==> config.mk <==
export PLATFORM = sky130hd
export DESIGN_NAME = grapheme_cluster_segmenter
export DESIGN_NICKNAME = d
export VERILOG_FILES = /design/src/hw/rtl/gcs_pkg.sv /design/src/hw/rtl/grapheme_cluster_segmenter.sv /design/src/hw/rtl/gcs_classify.sv /design/src/hw/rtl/gcs_state.sv
export VERILOG_INCLUDE_DIRS = /design/src /design/src/hw/rtl
export SDC_FILE = /design/constraint.sdc
export NUM_CORES = 1
export LEC_CHECK = 0
export BUFFER_PORTS_ARGS = -buffer_cell sky130_fd_sc_hd__buf_2
export CORE_MARGIN = 5
export CORE_UTILIZATION = 27
export CTS_CLUSTER_DIAMETER = 150
export CTS_CLUSTER_SIZE = 20
export DETAILED_ROUTE_END_ITERATION = 8
export GPL_ROUTABILITY_DRIVEN = 0
export PLACE_DENSITY_LB_ADDON = 0.05
export SKIP_LAST_GASP = 1
export SLEW_MARGIN = 20
export SYNTH_ARGS = -nofsm -noshare
export SYNTH_HDL_FRONTEND = slang
export SYNTH_SLANG_ARGS = --single-unit
==> constraint.sdc <==
create_clock -name i_clk -period 10.12 [get_ports i_clk]
set_clock_uncertainty 0.15 [all_clocks]
set_input_delay 0.506 -clock i_clk [delete_from_list [all_inputs] [get_ports i_clk]]
set_output_delay 0.506 -clock i_clk [all_outputs]
set_load 0.02 [all_outputs]
==> src/hw/rtl/grapheme_cluster_segmenter_macros.svh <==
// Assertion macros for the grapheme cluster segmenter.
// Included by the top level; each macro expects i_clk and i_rst_n in scope.
`ifndef GRAPHEME_CLUSTER_SEGMENTER_MACROS_SVH
`define GRAPHEME_CLUSTER_SEGMENTER_MACROS_SVH

// Same-cycle implication, sampled on the rising clock edge outside reset.
`define GCS_ASSERT_SAME(lbl, ante, cons, msg) \
    lbl: assert property (@(posedge i_clk) disable iff (!i_rst_n) \
        (ante) |-> (cons)) else $error(msg);

// Next-cycle implication, sampled on the rising clock edge outside reset.
`define GCS_ASSERT_NEXT(lbl, ante, cons, msg) \
    lbl: assert property (@(posedge i_clk) disable iff (!i_rst_n) \
        (ante) |=> (cons)) else $error(msg);

`endif

==> src/hw/rtl/gcs_pkg.sv <==
// Shared types, class codes and code point range tables for the
// grapheme cluster segmenter. No dependencies.
package gcs_pkg;

    localparam int CP_W  = 21;
    localparam int POS_W = 32;
    localparam int CLS_W = 4;

    localparam logic [CLS_W-1:0] CL_OTHER   = 4'd0;
    localparam logic [CLS_W-1:0] CL_CR      = 4'd1;
    localparam logic [CLS_W-1:0] CL_LF      = 4'd2;
    localparam logic [CLS_W-1:0] CL_CONTROL = 4'd3;
    localparam logic [CLS_W-1:0] CL_EXTEND  = 4'd4;
    localparam logic [CLS_W-1:0] CL_ZWJ     = 4'd5;
    localparam logic [CLS_W-1:0] CL_RI      = 4'd6;
    localparam logic [CLS_W-1:0] CL_PREPEND = 4'd7;
    localparam logic [CLS_W-1:0] CL_SPACING = 4'd8;
    localparam logic [CLS_W-1:0] CL_HL      = 4'd9;
    localparam logic [CLS_W-1:0] CL_HV      = 4'd10;
    localparam logic [CLS_W-1:0] CL_HT      = 4'd11;
    localparam logic [CLS_W-1:0] CL_HLV     = 4'd12;
    localparam logic [CLS_W-1:0] CL_HLVT    = 4'd13;

    localparam logic [1:0] PROP_NONE    = 2'd0;
    localparam logic [1:0] PROP_EXTEND  = 2'd1;
    localparam logic [1:0] PROP_SPACING = 2'd2;
    localparam logic [1:0] PROP_CONTROL = 2'd3;

    localparam logic [CP_W-1:0] CP_LF        = 21'h00000A;
    localparam logic [CP_W-1:0] CP_CR        = 21'h00000D;
    localparam logic [CP_W-1:0] CP_ZWJ       = 21'h00200D;
    localparam logic [CP_W-1:0] CP_RI_LO     = 21'h01F1E6;
    localparam logic [CP_W-1:0] CP_RI_HI     = 21'h01F1FF;
    localparam logic [CP_W-1:0] CP_SYL_LO    = 21'h00AC00;
    localparam logic [CP_W-1:0] CP_SYL_HI    = 21'h00D7A3;
    localparam logic [CP_W-1:0] CP_MAX       = 21'h10FFFF;
    localparam logic [CP_W-1:0] CP_SURR_LO   = 21'h00D800;
    localparam logic [CP_W-1:0] CP_SURR_HI   = 21'h00DFFF;

    // Syllable offset fits 14 bits; LV iff offset is a multiple of the trailing count.
    localparam int SYL_OFF_W      = 14;
    localparam int HANGUL_T_COUNT = 28;
    localparam int RECIP_SHIFT    = 18;
    localparam int HANGUL_RECIP   = (2**RECIP_SHIFT + HANGUL_T_COUNT - 1) / HANGUL_T_COUNT;
    localparam int QUOT_W         = 9;

    typedef struct packed {
        logic [CP_W-1:0] lo;
        logic [CP_W-1:0] hi;
    } t_span;

    localparam int N_HL = 2;
    localparam t_span HL_SPANS [N_HL] = '{
        '{21'h001100, 21'h00115F}, '{21'h00A960, 21'h00A97C}
    };

    localparam int N_HV = 2;
    localparam t_span HV_SPANS [N_HV] = '{
        '{21'h001160, 21'h0011A7}, '{21'h00D7B0, 21'h00D7C6}
    };

    localparam int N_HT = 2;
    localparam t_span HT_SPANS [N_HT] = '{
        '{21'h0011A8, 21'h0011FF}, '{21'h00D7CB, 21'h00D7FB}
    };

    localparam int N_EXTRA_EXT = 4;
    localparam t_span EXTRA_EXT_SPANS [N_EXTRA_EXT] = '{
        '{21'h00200C, 21'h00200C}, '{21'h00FF9E, 21'h00FF9F},
        '{21'h01F3FB, 21'h01F3FF}, '{21'h0E0020, 21'h0E007F}
    };

    localparam int N_PREPEND = 16;
    localparam t_span PREPEND_SPANS [N_PREPEND] = '{
        '{21'h000600, 21'h000605}, '{21'h0006DD, 21'h0006DD}, '{21'h00070F, 21'h00070F},
        '{21'h000890, 21'h000891}, '{21'h0008E2, 21'h0008E2}, '{21'h000D4E, 21'h000D4E},
        '{21'h0110BD, 21'h0110BD}, '{21'h0110CD, 21'h0110CD}, '{21'h0111C2, 21'h0111C3},
        '{21'h01193F, 21'h01193F}, '{21'h011941, 21'h011941}, '{21'h011A3A, 21'h011A3A},
        '{21'h011A84, 21'h011A89}, '{21'h011D46, 21'h011D46}, '{21'h011F02, 21'h011F02},
        '{21'h013430, 21'h01343F}
    };

    localparam int N_PICTO = 26;
    localparam t_span PICTO_SPANS [N_PICTO] = '{
        '{21'h0000A9, 21'h0000A9}, '{21'h0000AE, 21'h0000AE}, '{21'h00203C, 21'h002049},
        '{21'h002122, 21'h002139}, '{21'h002194, 21'h002199}, '{21'h0021A9, 21'h0021AA},
        '{21'h00231A, 21'h00231B}, '{21'h002328, 21'h002328}, '{21'h0023CF, 21'h0023CF},
        '{21'h0023E9, 21'h0023FA}, '{21'h0024C2, 21'h0024C2}, '{21'h0025AA, 21'h0025AB},
        '{21'h0025B6, 21'h0025B6}, '{21'h0025C0, 21'h0025C0}, '{21'h0025FB, 21'h0025FE},
        '{21'h002600, 21'h0027BF}, '{21'h002934, 21'h002935}, '{21'h002B05, 21'h002B07},
        '{21'h002B1B, 21'h002B1C}, '{21'h002B50, 21'h002B50}, '{21'h002B55, 21'h002B55},
        '{21'h003030, 21'h003030}, '{21'h00303D, 21'h00303D}, '{21'h003297, 21'h003297},
        '{21'h003299, 21'h003299}, '{21'h01F000, 21'h01FAFF}
    };

    // Classification of one code point, handed to the rule stage.
    typedef struct packed {
        logic [CLS_W-1:0] cls;
        logic             picto;
        logic             bad_cp;
    } t_item_info;

    // One result transaction.
    typedef struct packed {
        logic             boundary;
        logic [POS_W-1:0] position;
        logic             invalid;
    } t_result;

    function automatic logic is_ctl(input logic [CLS_W-1:0] c);
        return (c == CL_CR) || (c == CL_LF) || (c == CL_CONTROL);
    endfunction

endpackage

==> src/hw/rtl/grapheme_cluster_segmenter.sv <==
// Grapheme cluster segmenter, top level. One code point per transaction goes in,
// one result per transaction comes out: an input register feeds the classifier and
// boundary rules, whose result lands in an output register, so a new code point is
// taken every cycle while the output side does not stall; the feedback of text
// state through the rule stage is the path that sets this rate. Code point zero,
// surrogates, values above 0x10FFFF and a full position counter give an invalid
// result and restart the text; a transaction with tlast restarts the text too.
// Depends on gcs_pkg, gcs_classify, gcs_state.
`include "grapheme_cluster_segmenter_macros.svh"

module grapheme_cluster_segmenter
    import gcs_pkg::*;
(
    input  logic        i_clk,
    input  logic        i_rst_n,
    input  logic        s_axis_tvalid,
    output logic        s_axis_tready,
    input  logic [23:0] s_axis_tdata,   // [20:0] code_point, [22:21] table_property, [23] zero
    input  logic        s_axis_tlast,   // end_of_text
    output logic        m_axis_tvalid,
    input  logic        m_axis_tready,
    output logic [31:0] m_axis_tdata,   // [31:0] position
    output logic [1:0]  m_axis_tuser    // [0] boundary_before, [1] invalid
);

    logic            r_s1_valid;
    logic [CP_W-1:0] r_in_cp;
    logic [1:0]      r_in_prop;
    logic            r_in_last;
    logic            r_out_valid;
    t_result         r_out;

    logic            w_adv;
    logic            w_step;
    t_item_info      w_info;
    t_result         w_res;

    assign w_adv         = !r_out_valid || m_axis_tready;
    assign w_step        = r_s1_valid && w_adv;
    assign s_axis_tready = !r_s1_valid || w_adv;

    always_ff @(posedge i_clk) begin
        if (!i_rst_n) begin
            r_s1_valid <= 1'b0;
        end else if (s_axis_tready) begin
            r_s1_valid <= s_axis_tvalid;
        end
    end

    always_ff @(posedge i_clk) begin
        if (s_axis_tvalid && s_axis_tready) begin
            r_in_cp   <= s_axis_tdata[CP_W-1:0];
            r_in_prop <= s_axis_tdata[CP_W +: 2];
            r_in_last <= s_axis_tlast;
        end
    end

    gcs_classify u_classify (
        .i_code_point     (r_in_cp),
        .i_table_property (r_in_prop),
        .o_info           (w_info)
    );

    gcs_state u_state (
        .i_clk   (i_clk),
        .i_rst_n (i_rst_n),
        .i_step  (w_step),
        .i_info  (w_info),
        .i_last  (r_in_last),
        .o_res   (w_res)
    );

    always_ff @(posedge i_clk) begin
        if (!i_rst_n) begin
            r_out_valid <= 1'b0;
        end else if (w_adv) begin
            r_out_valid <= r_s1_valid;
        end
    end

    always_ff @(posedge i_clk) begin
        if (w_step) begin
            r_out <= w_res;
        end
    end

    assign m_axis_tvalid = r_out_valid;
    assign m_axis_tdata  = r_out.position;
    assign m_axis_tuser  = {r_out.invalid, r_out.boundary};

    `GCS_ASSERT_SAME(a_invalid_no_boundary, m_axis_tvalid && m_axis_tuser[1], !m_axis_tuser[0], "invalid result carries a boundary")
    `GCS_ASSERT_NEXT(a_restart_clears_pos, w_step && (w_res.invalid || r_in_last), w_res.position == '0, "position not cleared after text restart")
    `GCS_ASSERT_SAME(a_first_is_boundary, r_s1_valid && (w_res.position == '0) && !w_res.invalid, w_res.boundary, "first code point of a text lacks a boundary")

endmodule

==> src/hw/rtl/gcs_classify.sv <==
// Code point classifier: fixed range compares, syllable LV/LVT split and
// table property merge. Depends on gcs_pkg.
module gcs_classify
    import gcs_pkg::*;
(
    input  logic [CP_W-1:0] i_code_point,
    input  logic [1:0]      i_table_property,
    output t_item_info      o_info
);

    logic                          w_hl;
    logic                          w_hv;
    logic                          w_ht;
    logic                          w_ext;
    logic                          w_pre;
    logic                          w_pic;
    logic                          w_syl;
    logic                          w_lv;
    logic [SYL_OFF_W-1:0]          w_off;
    logic [2*SYL_OFF_W-1:0]        w_prod;
    logic [QUOT_W-1:0]             w_quot;
    logic [SYL_OFF_W-1:0]          w_back;

    always_comb begin
        w_hl  = 1'b0;
        w_hv  = 1'b0;
        w_ht  = 1'b0;
        w_ext = 1'b0;
        w_pre = 1'b0;
        w_pic = 1'b0;
        for (int i = 0; i < N_HL; i++) begin
            w_hl |= (i_code_point >= HL_SPANS[i].lo) && (i_code_point <= HL_SPANS[i].hi);
        end
        for (int i = 0; i < N_HV; i++) begin
            w_hv |= (i_code_point >= HV_SPANS[i].lo) && (i_code_point <= HV_SPANS[i].hi);
        end
        for (int i = 0; i < N_HT; i++) begin
            w_ht |= (i_code_point >= HT_SPANS[i].lo) && (i_code_point <= HT_SPANS[i].hi);
        end
        for (int i = 0; i < N_EXTRA_EXT; i++) begin
            w_ext |= (i_code_point >= EXTRA_EXT_SPANS[i].lo)
                  && (i_code_point <= EXTRA_EXT_SPANS[i].hi);
        end
        for (int i = 0; i < N_PREPEND; i++) begin
            w_pre |= (i_code_point >= PREPEND_SPANS[i].lo)
                  && (i_code_point <= PREPEND_SPANS[i].hi);
        end
        for (int i = 0; i < N_PICTO; i++) begin
            w_pic |= (i_code_point >= PICTO_SPANS[i].lo) && (i_code_point <= PICTO_SPANS[i].hi);
        end
    end

    // Offset modulo trailing count by reciprocal multiply.
    assign w_syl  = (i_code_point >= CP_SYL_LO) && (i_code_point <= CP_SYL_HI);
    assign w_off  = SYL_OFF_W'(i_code_point - CP_SYL_LO);
    assign w_prod = (2*SYL_OFF_W)'(w_off) * (2*SYL_OFF_W)'(HANGUL_RECIP);
    assign w_quot = w_prod[RECIP_SHIFT +: QUOT_W];
    assign w_back = SYL_OFF_W'(SYL_OFF_W'(w_quot) * SYL_OFF_W'(HANGUL_T_COUNT));
    assign w_lv   = (w_back == w_off);

    always_comb begin
        o_info.picto  = w_pic;
        o_info.bad_cp = (i_code_point == '0) || (i_code_point > CP_MAX)
                     || ((i_code_point >= CP_SURR_LO) && (i_code_point <= CP_SURR_HI));
        if (i_code_point == CP_CR) begin
            o_info.cls = CL_CR;
        end else if (i_code_point == CP_LF) begin
            o_info.cls = CL_LF;
        end else if (i_code_point == CP_ZWJ) begin
            o_info.cls = CL_ZWJ;
        end else if ((i_code_point >= CP_RI_LO) && (i_code_point <= CP_RI_HI)) begin
            o_info.cls = CL_RI;
        end else if (w_hl) begin
            o_info.cls = CL_HL;
        end else if (w_hv) begin
            o_info.cls = CL_HV;
        end else if (w_ht) begin
            o_info.cls = CL_HT;
        end else if (w_syl) begin
            o_info.cls = w_lv ? CL_HLV : CL_HLVT;
        end else if ((i_table_property == PROP_EXTEND) || w_ext) begin
            o_info.cls = CL_EXTEND;
        end else if (w_pre) begin
            o_info.cls = CL_PREPEND;
        end else if (i_table_property == PROP_SPACING) begin
            o_info.cls = CL_SPACING;
        end else if (i_table_property == PROP_CONTROL) begin
            o_info.cls = CL_CONTROL;
        end else begin
            o_info.cls = CL_OTHER;
        end
    end

endmodule

==> src/hw/rtl/gcs_state.sv <==
// Boundary rules and text state: previous class, indicator parity, emoji
// joiner flags and position counter. Depends on gcs_pkg.
module gcs_state
    import gcs_pkg::*;
(
    input  logic       i_clk,
    input  logic       i_rst_n,
    input  logic       i_step,
    input  t_item_info i_info,
    input  logic       i_last,
    output t_result    o_res
);

    logic [CLS_W-1:0] r_prev_class, n_prev_class;
    logic             r_at_start,   n_at_start;
    logic             r_ri_odd,     n_ri_odd;
    logic             r_pic_ext,    n_pic_ext;
    logic             r_zwj_pic,    n_zwj_pic;
    logic [POS_W-1:0] r_pos,        n_pos;

    logic             w_bad;
    logic             w_brk;
    logic             w_cut;
    logic [CLS_W-1:0] w_c;

    assign w_c   = i_info.cls;
    assign w_bad = i_info.bad_cp || (r_pos == '1);

    always_comb begin
        if ((r_prev_class == CL_CR) && (w_c == CL_LF)) begin
            w_brk = 1'b0;
        end else if (is_ctl(r_prev_class) || is_ctl(w_c)) begin
            w_brk = 1'b1;
        end else if ((r_prev_class == CL_HL) && ((w_c == CL_HL) || (w_c == CL_HV)
                     || (w_c == CL_HLV) || (w_c == CL_HLVT))) begin
            w_brk = 1'b0;
        end else if (((r_prev_class == CL_HLV) || (r_prev_class == CL_HV))
                     && ((w_c == CL_HV) || (w_c == CL_HT))) begin
            w_brk = 1'b0;
        end else if (((r_prev_class == CL_HLVT) || (r_prev_class == CL_HT))
                     && (w_c == CL_HT)) begin
            w_brk = 1'b0;
        end else if ((w_c == CL_EXTEND) || (w_c == CL_ZWJ) || (w_c == CL_SPACING)) begin
            w_brk = 1'b0;
        end else if (r_prev_class == CL_PREPEND) begin
            w_brk = 1'b0;
        end else if ((r_prev_class == CL_ZWJ) && r_zwj_pic && i_info.picto) begin
            w_brk = 1'b0;
        end else if ((r_prev_class == CL_RI) && (w_c == CL_RI) && r_ri_odd) begin
            w_brk = 1'b0;
        end else begin
            w_brk = 1'b1;
        end
    end

    assign w_cut = r_at_start || w_brk;

    always_comb begin
        n_prev_class = r_prev_class;
        n_at_start   = r_at_start;
        n_ri_odd     = r_ri_odd;
        n_pic_ext    = r_pic_ext;
        n_zwj_pic    = r_zwj_pic;
        n_pos        = r_pos;
        if (i_step) begin
            if (w_bad || i_last) begin
                n_prev_class = CL_OTHER;
                n_at_start   = 1'b1;
                n_ri_odd     = 1'b0;
                n_pic_ext    = 1'b0;
                n_zwj_pic    = 1'b0;
                n_pos        = '0;
            end else begin
                n_prev_class = w_c;
                n_at_start   = 1'b0;
                n_pos        = r_pos + POS_W'(1);
                if (w_cut) begin
                    n_ri_odd  = (w_c == CL_RI);
                    n_pic_ext = i_info.picto;
                    n_zwj_pic = 1'b0;
                end else begin
                    n_zwj_pic = (w_c == CL_ZWJ) && r_pic_ext;
                    if (w_c == CL_ZWJ) begin
                        n_pic_ext = 1'b0;
                    end else if (w_c != CL_EXTEND) begin
                        n_pic_ext = i_info.picto;
                    end
                    if (w_c == CL_RI) begin
                        n_ri_odd = (r_prev_class == CL_RI) ? !r_ri_odd : 1'b1;
                    end else begin
                        n_ri_odd = 1'b0;
                    end
                end
            end
        end
    end

    always_ff @(posedge i_clk) begin
        if (!i_rst_n) begin
            r_prev_class <= CL_OTHER;
            r_at_start   <= 1'b1;
            r_ri_odd     <= 1'b0;
            r_pic_ext    <= 1'b0;
            r_zwj_pic    <= 1'b0;
            r_pos        <= '0;
        end else begin
            r_prev_class <= n_prev_class;
            r_at_start   <= n_at_start;
            r_ri_odd     <= n_ri_odd;
            r_pic_ext    <= n_pic_ext;
            r_zwj_pic    <= n_zwj_pic;
            r_pos        <= n_pos;
        end
    end

    assign o_res.boundary = !w_bad && w_cut;
    assign o_res.position = r_pos;
    assign o_res.invalid  = w_bad;

endmodule

==> results.txt <==
* R2R cell count: 35
- After clock tree synthesis, the clock-pin slew on the worst setup and hold paths is 0.08 ns.
- Final slew viol count: 0
* Number of synthesized flops with an enable pin: 58
* Clock tree from TritonCTS: yes
- Dividing total power by cell area gives a power density of 251.4 mW/mm^2.
- In the final timing run, aggregate negative setup slack is 0 ns.
* Number of cells on the critical path: 35
- Setup slack on the worst reg-to-reg path comes out at 0.75 ns.
* Slew at the pin closest to its max-slew limit: 1.047 ns
* Data arrival at the endpoint of the critical path: 9.30 ns
- Global router's overall resource usage: between 10% and 20%
* Max rail drop VDD: roughly 310 uV
- Leakage: around 0.0044 uW
* Setup repair after global routing missed its margin: no
- Summed area of non-filler cells in the final layout: 0.01146 mm^2
- Status: complete, no violations
- The floorplan step set the die height to 204.4 um.
- Buffer cell driving the clock tree root: sky130_fd_sc_hd__clkbuf_16
- For this configuration, the core starts out at a cell density of a little over a quarter.
- CTS built an H-tree with a depth of 3.
- Net count after synthesis: about 1300
- The die covers 0.04176 mm^2.
- The most critical setup path has its endpoint at m_axis_tuser[0].
- Sequential cell area fraction in the yosys report: between 20 and 30%
- Buffers inserted to repair hold after CTS numbered 0.
- Pin placement for this block handled 65 I/O pins.
- Routed via count divided by cell count: 5.508
- Once detailed placement completed, the half-perimeter wirelength came to 30610 um.
- Entering global routing, the biggest net connects 36 pins.
* CP Class: register to register
* Critical Path RT: 10.05 ns
- Finished Core Util: 30.58%
- Die X-Extent: 204.4 um
- Share of cells above drive strength 1: 11.99%
- Commonest cells after routing, fill and taps aside: sky130_fd_sc_hd__ha_1 (110), sky130_fd_sc_hd__nand2_1 (90), sky130_fd_sc_hd__nor2_1 (89)
* Number of different library cells in the post-synthesis netlist: 88
- Slowest cell on crit path: sky130_fd_sc_hd__fa_1
- The final layout contains 1397 nets.
* Count of synthesis-stage warnings from yosys: 0
- The number of global-route vias before repair was 9741.
- The first global-routing pass estimated 59910 um of wire.
* Final Worst Setup Slack: ~0.75 ns
* Primary flip-flop cell chosen by synthesis mapping: sky130_fd_sc_hd__edfxtp_1
- From synthesis to final layout, the design area changed by 12.40%.
- For the worst-skew pair, the clock arrives at the later sink with an insertion delay of 0.36 ns.
- The first detailed-routing pass ran for 6 iterations.
- Most frequent cell on the critical path: sky130_fd_sc_hd__a21oi_1
- Standard cell core area: 0.03749 mm^2
- Count of maximum capacitance violations: 0
- Number of antenna violations at the first check in global routing: 4
- Setup violations remaining at the end of the flow were counted as 0.
- Final period demand of the worst path: between 9 and 10 ns
- FFs w/ async S/R, synth: 0%
- Summed instance area of the synthesized netlist: 0.01020 mm^2
* Placement Rows: a little over 70
* Drt initial violations: between 600 and 700
- Along the worst path, the maximum fanout reaches 5.
* Post-DRT Antenna Nets: 0
* Clock sinks: 100
* Crit Reg-Reg Endpoint: m_axis_tuser[0]
* Final hold violation count: 0
- The number of clock buffers added by TritonCTS is 9.
- Post-Syn Area per Cell: roughly 8.7 um^2
- The count of buffers added on input and output ports is 63.
- Number of cells in the finished layout apart from fillers: about 1700
- Total placed cells including tap cells: between 1500 and 2000
- Critical Path Start Type: register
* Ratio of final minimum period to clock period: between 90% and 100%
- Most frequent standard cell in the layout excluding fill and tap cells: sky130_fd_sc_hd__ha_1
- In the routed design, unresolved DRC markers number 0.
* Fmax: between 100 and 150 MHz
- Maximum number of buffers from clock root to sink: 2
- Critical path launch point: r_in_cp[11]
- Once the clock tree was built, the setup fixing pass inserted 0 buffers.
- Headroom to the max-slew limit came out at 29.23%.
* Kind of cell with the highest combined delay on the critical path: compound AO/OA/AOI/OAI gates
- Crit path buf inv count: 5
- Number of cells produced by synthesis: between 1000 and 1500
* Worst Setup End Kind: register
- Wire length per cell: 22.81 um
- Placement Setup Slack: 0.4721 ns
- For this run, the slowest stage of the critical path takes 0.53 ns.
* Cell Area, Placed: 0.01114 mm^2
- Summing over every cut layer, the via total after detailed routing is 9578.
- For this run the aggregate overflow at the end of global routing stands at 0.
- In this run the critical register-to-register path is launched from r_in_cp[11].
- The routed design has 39660 um of wire.
- The worst hold path belongs to the class input pin to register.
* Synth Register Bits: 100
-- registers in the layout, summed over array words and instances, names as in the netlist, 2 cells and up --
name and count:
m_axis_tuser 2, u_state.r_pos 32, r_in_prop 2, u_state.r_prev_class 4, r_in_cp 21, m_axis_tdata 32
-- timing repair --
action	CTS	global route
resized for setup	0	6
setup endpoints to repair	0	3
hold endpoints to repair	0	0
-- worst reg2reg max path, delay by kind of cell, from the launching register on --
family	cells	cell delay [ns]
AOI/OAI and AO/OA	14	3.22
adders and majority gates	8	3.13
xor gates and xnor gates	3	0.83
and+or+nand+nor	5	0.81
buffers and inverters	5	0.53
DFF	1	0.44
-- kinds of logic after synthesis --
| group | share of synthesized area, % |
|---|---|
| AND/OR/NAND/NOR | 26.72 |
| flip-flops | 25.32 |
| XOR/XNOR | 5.581 |
| buffers and inverters | 5.312 |
| adder cells (fa/ha/maj) | 20.68 |
| AO/OA/AOI/OAI | 15.89 |
| multiplexers | 0.5030 |
-- where the power goes --
part / total (uW) / internal, uW / switching [uW]
logic: 2080 / 910 / 1170
registers: 458 / 444 / 13.7
clock network: 344 / 176 / 169
total: 2880 / 1530 / 1350
-- cell usage after synthesis (all sizes together) (7+ instances only) --
cell type  instances  share of area [%]
nor4              34                2.4
nand2             90                3.3
nand3             59                2.9
or2                9               0.55
or4               13                1.0
and4               9               0.77
o211ai             8               0.59
inv               74                2.7
nor3b              7               0.52
nor2              89                3.3
and3              18                1.1
nand4             29                1.8
a21oi             46                2.3
a211oi             9               0.71
a31oi             11               0.67
clkbuf            20               0.74
xor2              31                2.7
fa                36                7.1
nand2b            17                1.0
o32ai              8               0.69
o21ai             31                1.5
dfxtp             42                8.2
o2111ai            8               0.69
a211o              9               0.77
nor2b             18                1.1
and2              10               0.61
a21o              14                1.0
ha               111                 14
or3               13               0.80
buf               37                1.8
nor3              46                2.3
xnor2             34                2.9
o21a               9               0.66
edfxtp            58                 17
-- metal layers --
metal,up-vias,GRT usage (%),part of all wire (%)
met4,4,9.021,5.2
met3,125,5.173,8.0
met1,4554,24.11,43
met2,434,28.95,44
met5,-,0,0.068
li1,4461,-,-
-- final cells by class --
cell class / count / area, um^2
Timing Repair Buffer: 95 / 555.5
Inverter: 76 / 285.3
Fill cell: 4079 / 26020
Tap cell: 511 / 639.4
Clock inverter: 7 / 72.57
Sequential cell: 100 / 2582
Antenna cell: 2 / 5.005
Multi-Input combinational cell: 939 / 7099
Clock buffer: 9 / 225.2
-- through the flow --
step	power [uW]	hold WS, ns
2_1_floorplan	2099	0.2887
3_3_place_gp	2569	0.3136
3_5_place_dp	2541	0.3098
4_1_cts	2913	0.1463
5_1_grt	3196	0.1491
6_report	2882	0.1692
-- worst min path at each step --
stage                            from          endpoint  cells past startpoint
floorplan           u_state.r_pos[25]  m_axis_tdata[25]                      0
global placement     u_state.r_ri_odd  u_state.r_ri_odd                      2
detailed placement  u_state.r_pos[31]  m_axis_tdata[31]                      0
CTS                   s_axis_tdata[5]        r_in_cp[5]                      1
global route          s_axis_tdata[0]        r_in_cp[0]                      1
finish                s_axis_tdata[5]        r_in_cp[5]                      1
Power figures use the tool's default switching activity.
